--- src/spq_pkg.sv ---
// ----------------------------------------------------------------------------
// spq_pkg: shared types and constants of the sorted priority queue
// word widths, command and status codes, and the control word sent to the cells
// ----------------------------------------------------------------------------
package spq_pkg;

   localparam int DATA_W           = 32;
   localparam int PRIO_W           = 16;
   localparam int OCC_W            = 5;
   localparam int DEFAULT_CAPACITY = 16;

   typedef enum logic {
      CMD_ENQUEUE = 1'b0,
      CMD_DEQUEUE = 1'b1
   } cmd_type;

   typedef enum logic [1:0] {
      ST_ENQUEUED = 2'd0,
      ST_DEQUEUED = 2'd1,
      ST_EMPTY    = 2'd2,
      ST_FULL     = 2'd3
   } status_type;

   // control broadcast to every cell of the row
   typedef struct packed {
      logic              insert;   // enqueue that is carried out
      logic              remove;   // dequeue that is carried out
      logic [PRIO_W-1:0] prio;     // priority of the new entry
      logic [DATA_W-1:0] data;     // data of the new entry
   } cell_ctrl_type;

endpackage

--- src/sorted_priority_queue_top.sv ---
// ----------------------------------------------------------------------------
// sorted_priority_queue_top: stable sorted priority queue
// a row of cells kept in ascending priority order, equal priorities in fifo order
// ----------------------------------------------------------------------------
// usage
//  - req channel carries one command word: req_tuser selects enqueue or
//    dequeue, req_tdata holds the data word and its priority
//  - every accepted word gives exactly one rsp word: status in rsp_tuser,
//    removed data and occupancy after the command in rsp_tdata
//  - a smaller priority value is served first; an entry goes behind every
//    stored entry of equal or smaller priority
//  - all cells compare against the new priority in parallel and shift in the
//    same cycle: one word a cycle sustained while rsp is not stalled,
//    response in the cycle after acceptance (set by the single output register)
//  - dequeue on empty answers with an empty status, enqueue when full drops
//    the word and answers with a full status; neither changes the queue
//  - reset empties the queue (entry count to zero); slot contents are not
//    cleared, only slots below the count are ever read
//  - while rsp is stalled the output register holds its word and req_tready
//    drops, so no command is taken until the response is free
// ----------------------------------------------------------------------------
module sorted_priority_queue_top
   import spq_pkg::*;
#(
   parameter int CAPACITY = DEFAULT_CAPACITY
)
(
   input  logic        clock,
   input  logic        reset,
   input  logic        req_tvalid,
   output logic        req_tready,
   input  logic [47:0] req_tdata,   // item_data [31:0], item_priority [47:32]
   input  logic [0:0]  req_tuser,   // command [0]
   output logic        rsp_tvalid,
   input  logic        rsp_tready,
   output logic [39:0] rsp_tdata,   // head_data [31:0], occupancy [36:32], zero fill
   output logic [1:0]  rsp_tuser    // status [1:0]
);

   localparam int CNT_W   = $clog2(CAPACITY + 1);
   localparam int OCC_X_W = (CNT_W > OCC_W) ? CNT_W : OCC_W;

   // input unpacking
   cmd_type           req_cmd;
   logic [DATA_W-1:0] req_data;
   logic [PRIO_W-1:0] req_prio;
   logic              req_fire;

   assign req_cmd  = cmd_type'(req_tuser[0]);
   assign req_data = req_tdata[DATA_W-1:0];
   assign req_prio = req_tdata[DATA_W +: PRIO_W];

   // queue state
   logic [CNT_W-1:0]  count_ff, count_in;
   logic              is_full, is_empty;

   // output register
   logic              rsp_valid_ff, rsp_valid_in;
   logic [DATA_W-1:0] rsp_head_ff, rsp_head_in;
   status_type        rsp_status_ff, rsp_status_in;
   logic [CNT_W-1:0]  rsp_count_ff, rsp_count_in;
   logic [OCC_X_W-1:0] rsp_count_x;

   // cell row
   cell_ctrl_type     ctrl;
   logic              cell_keep [CAPACITY];
   logic [DATA_W-1:0] cell_data [CAPACITY];
   logic [PRIO_W-1:0] cell_prio [CAPACITY];

   // new command only when the output register is free or being emptied
   assign req_tready = !rsp_valid_ff || rsp_tready;
   assign req_fire   = req_tvalid && req_tready;

   assign is_full  = (count_ff == CNT_W'(CAPACITY));
   assign is_empty = (count_ff == '0);

   assign ctrl.insert = req_fire && (req_cmd == CMD_ENQUEUE) && !is_full;
   assign ctrl.remove = req_fire && (req_cmd == CMD_DEQUEUE) && !is_empty;
   assign ctrl.prio   = req_prio;
   assign ctrl.data   = req_data;

   for (genvar i = 0; i < CAPACITY; i++) begin : g_cell
      logic              occupied;
      logic              left_keep;
      logic [DATA_W-1:0] left_data, right_data;
      logic [PRIO_W-1:0] left_prio, right_prio;

      assign occupied = (CNT_W'(i) < count_ff);

      if (i == 0) begin : g_head
         // head cell: nothing ahead, so a non-kept head takes the new entry
         assign left_keep = 1'b1;
         assign left_data = ctrl.data;
         assign left_prio = ctrl.prio;
      end else begin : g_body
         assign left_keep = cell_keep[i-1];
         assign left_data = cell_data[i-1];
         assign left_prio = cell_prio[i-1];
      end

      if (i == CAPACITY - 1) begin : g_tail
         // tail cell has no right neighbour; its contents fall out of the count
         assign right_data = cell_data[i];
         assign right_prio = cell_prio[i];
      end else begin : g_inner
         assign right_data = cell_data[i+1];
         assign right_prio = cell_prio[i+1];
      end

      spq_cell u_cell (
         .clock      (clock),
         .ctrl       (ctrl),
         .occupied   (occupied),
         .left_keep  (left_keep),
         .left_data  (left_data),
         .left_prio  (left_prio),
         .right_data (right_data),
         .right_prio (right_prio),
         .keep       (cell_keep[i]),
         .data       (cell_data[i]),
         .prio       (cell_prio[i])
      );
   end

   // entry count
   always_comb begin
      count_in = count_ff;
      if (ctrl.insert) begin
         count_in = count_ff + 1'b1;
      end else if (ctrl.remove) begin
         count_in = count_ff - 1'b1;
      end
   end

   // response word
   always_comb begin
      rsp_valid_in  = rsp_valid_ff;
      rsp_head_in   = rsp_head_ff;
      rsp_status_in = rsp_status_ff;
      rsp_count_in  = rsp_count_ff;
      if (rsp_valid_ff && rsp_tready) begin
         rsp_valid_in = 1'b0;
      end
      if (req_fire) begin
         rsp_valid_in = 1'b1;
         rsp_head_in  = '0;
         rsp_count_in = count_in;
         case (req_cmd)
            CMD_ENQUEUE: begin
               rsp_status_in = is_full ? ST_FULL : ST_ENQUEUED;
            end
            CMD_DEQUEUE: begin
               if (is_empty) begin
                  rsp_status_in = ST_EMPTY;
               end else begin
                  rsp_status_in = ST_DEQUEUED;
                  rsp_head_in   = cell_data[0];
               end
            end
            default: begin
               rsp_status_in = ST_EMPTY;
            end
         endcase
      end
   end

   always_ff @(posedge clock) begin
      if (reset) begin
         count_ff     <= '0;
         rsp_valid_ff <= 1'b0;
      end else begin
         count_ff     <= count_in;
         rsp_valid_ff <= rsp_valid_in;
      end
      rsp_head_ff   <= rsp_head_in;
      rsp_status_ff <= rsp_status_in;
      rsp_count_ff  <= rsp_count_in;
   end

   // occupancy shows the low bits of the count
   assign rsp_count_x = OCC_X_W'(rsp_count_ff);

   assign rsp_tvalid = rsp_valid_ff;
   assign rsp_tdata  = {3'b000, rsp_count_x[OCC_W-1:0], rsp_head_ff};
   assign rsp_tuser  = rsp_status_ff;

   // count never runs past the number of cells
   a_count_bound : assert property (@(posedge clock) disable iff (reset)
      count_ff <= CNT_W'(CAPACITY))
      else $error("entry count above capacity");

   // a carried-out dequeue lowers the count by one
   a_dequeue_count : assert property (@(posedge clock) disable iff (reset)
      ctrl.remove |=> count_ff == CNT_W'($past(count_ff) - 1'b1))
      else $error("dequeue did not lower the count");

   // an enqueue while full reports full and leaves the count alone
   a_full_drop : assert property (@(posedge clock) disable iff (reset)
      (req_fire && req_cmd == CMD_ENQUEUE && is_full)
      |=> (rsp_status_ff == ST_FULL) && $stable(count_ff))
      else $error("enqueue when full not dropped");

   // the response to an accepted command reports the entry count after it
   a_rsp_count : assert property (@(posedge clock) disable iff (reset)
      req_fire |=> rsp_valid_ff && (rsp_count_ff == count_ff))
      else $error("response occupancy differs from entry count");

endmodule

--- src/spq_cell.sv ---
// ----------------------------------------------------------------------------
// spq_cell: one slot of the sorted row
// holds one entry, keeps it, takes the new entry or its neighbour's on insert,
// and takes its right neighbour's entry on remove
// ----------------------------------------------------------------------------
module spq_cell
   import spq_pkg::*;
(
   input  logic                clock,
   input  cell_ctrl_type       ctrl,
   input  logic                occupied,
   input  logic                left_keep,
   input  logic [DATA_W-1:0]   left_data,
   input  logic [PRIO_W-1:0]   left_prio,
   input  logic [DATA_W-1:0]   right_data,
   input  logic [PRIO_W-1:0]   right_prio,
   output logic                keep,
   output logic [DATA_W-1:0]   data,
   output logic [PRIO_W-1:0]   prio
);

   logic [DATA_W-1:0] data_ff, data_in;
   logic [PRIO_W-1:0] prio_ff, prio_in;

   // entry stays put when it is served no later than the new one
   assign keep = occupied && (prio_ff <= ctrl.prio);

   always_comb begin
      data_in = data_ff;
      prio_in = prio_ff;
      if (ctrl.insert) begin
         if (!keep) begin
            if (left_keep) begin
               data_in = ctrl.data;
               prio_in = ctrl.prio;
            end else begin
               data_in = left_data;
               prio_in = left_prio;
            end
         end
      end else if (ctrl.remove) begin
         data_in = right_data;
         prio_in = right_prio;
      end
   end

   always_ff @(posedge clock) begin
      data_ff <= data_in;
      prio_ff <= prio_in;
   end

   assign data = data_ff;
   assign prio = prio_ff;

endmodule

--- config.mk ---
export PLATFORM = sky130hd
export DESIGN_NAME = sorted_priority_queue_top
export DESIGN_NICKNAME = d
export VERILOG_FILES = /design/src/spq_pkg.sv /design/src/sorted_priority_queue_top.sv /design/src/spq_cell.sv
export SDC_FILE = /design/constraint.sdc
export NUM_CORES = 2
export LEC_CHECK = 0
export ABC_AREA = 0
export BUFFER_PORTS_ARGS = -buffer_cell sky130_fd_sc_hd__buf_2
export CORE_MARGIN = 2
export CORE_UTILIZATION = 55
export CTS_BUF_LIST = sky130_fd_sc_hd__clkbuf_4
export DETAILED_ROUTE_END_ITERATION = 10
export PLACE_DENSITY = 0.71
export SKIP_CTS_REPAIR_TIMING = 1
export SLEW_MARGIN = 30
export SYNTH_ARGS = -nofsm -noshare
export SYNTH_HDL_FRONTEND = slang
export SYNTH_SLANG_ARGS = --single-unit
--- constraint.sdc ---
create_clock -name clock -period 8 [get_ports clock]
set_input_delay 1.2 -clock clock [delete_from_list [all_inputs] [get_ports clock]]
set_output_delay 1.2 -clock clock [all_outputs]
set_load 0.02 [all_outputs]
==> summary.md <==
| Metric | Value |
|---|---|
| CP endpoint kind | `register` |
| CP Max Fanout | `25` |
| Post-synth EDFFs | `807` |
| Vias in the first global route | `36600` |
| Violations in the final reports | `DRC` |
| Area of the mapped netlist | `46400 µm²` |
| DRC | `2` |
| Clk buf depth | `3` |
| Seq/Total Area, Yosys | `0.525` |
| WP data required | `roughly 8.8 ns` |
| P per Cell Area | `257 nW/µm²` |
| Hold Vio Cnt, Final | `0` |
| Syn-to-layout area delta | `8.75%` |
| RePlAce Congestion | `roughly 0.96` |
| TNS Setup | `0 ns` |
| FF/Latch Area | `approximately 24000 µm²` |
| Critical path type | `input port to register` |
| Row count | `about 110` |
| Post-synthesis xor/xnor area fraction | `0.000945` |
| Total global routing overflow | `0` |
| Headroom to the max-slew limit | `0.315` |
| I/O Pins | `97` |
| RSZ-0062 raised after global routing | `false` |
| H-tree levels | `4` |
| Startpoint types | `input port` |
| Vias | `37800` |
| Vias/cell | `7.21` |
| First-pass GRT wire length | `236 mm` |
| Routed Wire Length | `160 mm` |
| Number of port buffers | `93` |
| Synth top area share | `0.523` |
| FILL cells | `6744` |
| Initial DRC Count | `about 5500` |
| Synth Register Bits | `813` |
| HP Class | `input port to register` |
| Initial Utilization | `0.555` |
| Largest net degree at the start of global routing | `around 190` |
| Crit-path cells | `buf_2 -> clkinv_1 -> ha_1 -> nand4_1 -> nor4_1 -> nand4_1 -> o31ai_1 -> nand3_2 -> buf_4 -> o221a_2` |
| Warnings from Yosys | `0` |
| Clock root cell | `clkbuf_4` |
| Wire length per cell | `slightly above 30 µm` |
| Final Skew | `just over 0.09 ns` |
| Max Clock Freq | `199 MHz` |
| LEAKAGE | `18.8 nW` |
| Critical Path AT | `5.82 ns` |
| Worst-path clk slew | `0.07 ns` |
| DIE AREA | `86600 µm²` |
| Synth Instances | `3974` |
| Post-synthesis adder-cell area fraction | `0.0699` |
| Max cap viols | `0` |
| Die Width | `294 µm` |
| Max-slew violations | `0` |
| Peak per-stage delay on the critical path | `about 0.8 ns` |
| Post-DP HPWL | `94.2 mm` |
| Largest family of logic cells by synthesized area | `compound AO/OA/AOI/OAI gates` |
| Vert. Die Dim | `294 µm` |
| Layout cell share with drive strength beyond 1 | `0.246` |
| Post-synthesis simple-gate area fraction | `0.0884` |
| Count of different cell masters after synthesis | `58` |
| Status | `finished, violations left` |
| Worst setup margin | `between 2 and 3 ns` |
| Synth Flop Type | `edfxtp_1` |
| # nets final | `4312` |
| Gr usage total | `0.367` |
| Mux contribution to synthesized area | `0.0222` |
| Multi-input gate area | `20300 µm²` |
| CTS Buf Count | `~210` |
| CORE AREA | `83600 µm²` |
| Worst slew pin tran | `1.02 ns` |
| Ranking of synthesized cells by area | `edfxtp_1 (52%), o221a_2 (10%), ha_1 (7.0%), a221oi_1 (2.8%), o22a_1 (2.7%)` |
| Clk_lat worst skew | `between 1 and 1.5 ns` |
| Final hold slack | `0.441 ns` |
| Setup WS pre-CTS | `2.43 ns` |
| First drt pass iteration count | `9` |
| Initial antenna violation count | `6` |
| Syn Area/Cell | `11.7 µm²` |
| Compound-Gate Fraction of Synth Area | `0.247` |
| FFs w/ async S/R, synth | `0` |
| Post-route ant nets | `0` |
| CTS tree | `yes` |
| Most Frequent Cell on Critical Path | `nand4_1` |
| VDD IR max | `approximately 0.00015 V` |
| Final setup vio count | `0` |
| Final period util | `0.630` |
| CP max-delay cell | `clkinv_1` |
| Num Clock Sinks | `813` |
| Area leader, netlist | `edfxtp_1` |
| Tmin final | `between 5 and 6 ns` |
[report_power, final]
part	switching [W]	total (W)	internal, W
clock	0.00185	0.00364	0.00179
sequential	0.000530	0.00621	0.00568
combinational	0.00190	0.00309	0.00119
[stage by stage]
stage | power (W) | instance area, µm² | std cells | utilization
floorplan | 0.00813 | 46400 | 3976 | -
global placement | 0.00915 | 47500 | 4856 | 0.569
detailed placement | 0.00925 | 47700 | 4863 | 0.571
CTS | 0.0129 | 50300 | 5240 | 0.602
global route | 0.0135 | 50400 | 5246 | 0.603
finish | 0.0129 | 50400 | 5248 | 0.603
[state kept, by name, summed over array words and instances, names as in the netlist]
| signal | count |
|---|---|
| rsp_count_ff | 5 |
| rsp_tvalid | 1 |
| count_ff | 5 |
| rsp_tuser | 2 |
| g_cell.u_cell.data | 512 |
| g_cell.u_cell.prio | 256 |
| rsp_head_ff | 32 |
[logic make-up after synthesis]
| kind of cell | count (synthesis) |
|---|---|
| compound gates | 1395 |
| xor+xnor | 5 |
| fa+ha+maj | 259 |
| buf+inv | 525 |
| flops | 813 |
| mux | 97 |
| other cells | 1 |
| simple gates | 879 |
[final cells by class]
type / instances / share of cell area
clock inverters: 71 / 0.00663
well taps: 1080 / 0.0268
flip-flops and latches: 813 / 0.483
inverters: 169 / 0.0126
diodes: 6 / 0.000298
clock buffers: 306 / 0.0456
multi-input cells: 2638 / 0.402
repair buffers: 165 / 0.0231
[final timing paths]
path                            start                         to  slack, ns  cells past startpoint
max reg2reg               count_ff[2]  g_cell[15].u_cell.data[1]       3.41                      6
min                             reset                count_ff[2]       0.44                      2
min reg2reg  g_cell[5].u_cell.data[8]   g_cell[6].u_cell.data[8]       0.53                      1
max                     req_tdata[40]  g_cell[13].u_cell.data[1]       2.96                     10
[critical path: cells and delay by family]
kind                     cells  cell delay [ns]
buffers and inverters        3             1.61
AO/OA/AOI/OAI                2             0.51
adder cells (fa/ha/maj)      1             0.65
AND/OR/NAND/NOR              4             1.81
[metal layers]
layer	global-route usage	part of all wire	wire (µm)
met1	0.522	0.40	63700
met2	0.524	0.42	67300
met3	0.0910	0.13	21400
met4	0.178	0.046	7400
met5	0	0.000044	7
[cell usage after synthesis, types with 5 or more instances]
library cell	number
o22ai_1	145
a221o_1	5
and2_1	35
inv_1	169
or3_1	8
o21ai_0	186
xnor2_1	5
buf_1	14
mux2_2	47
nor4_1	9
a21o_1	15
o21a_1	57
dfxtp_1	6
or4_1	8
a211oi_1	53
clkbuf_1	248
o22a_1	141
nand2b_1	148
a31oi_1	5
nand4_1	44
nand3_1	29
a21boi_0	6
and4_1	5
buf_4	10
buf_2	80
nand2_1	273
mux2i_1	50
o221a_2	430
nor2b_1	21
o211ai_1	13
a21oi_1	161
nor2_1	276
nor3_1	15
edfxtp_1	807
ha_1	259
a221oi_1	146
[placed cells by master (no fill, tap or decap), drive strengths merged, types with 6 or more instances in the layout]
cell type	instances
nor2	276
mux2i	50
o221a	432
diode	6
and2	35
o211ai	13
mux2	47
nand4	44
a221oi	146
o21ai	187
a21boi	6
o21a	57
or3	8
a21o	15
clkinv	66
a21oi	161
ha	259
nor2b	21
nand2	273
inv	173
clkbuf	306
buf	165
o22ai	145
nor4	9
a211oi	53
nor3	15
nand3	29
or4	8
nand2b	148
o22a	141
edfxtp	807
dfxtp	6
No activity file was read; power rests on OpenSTA's default activity.
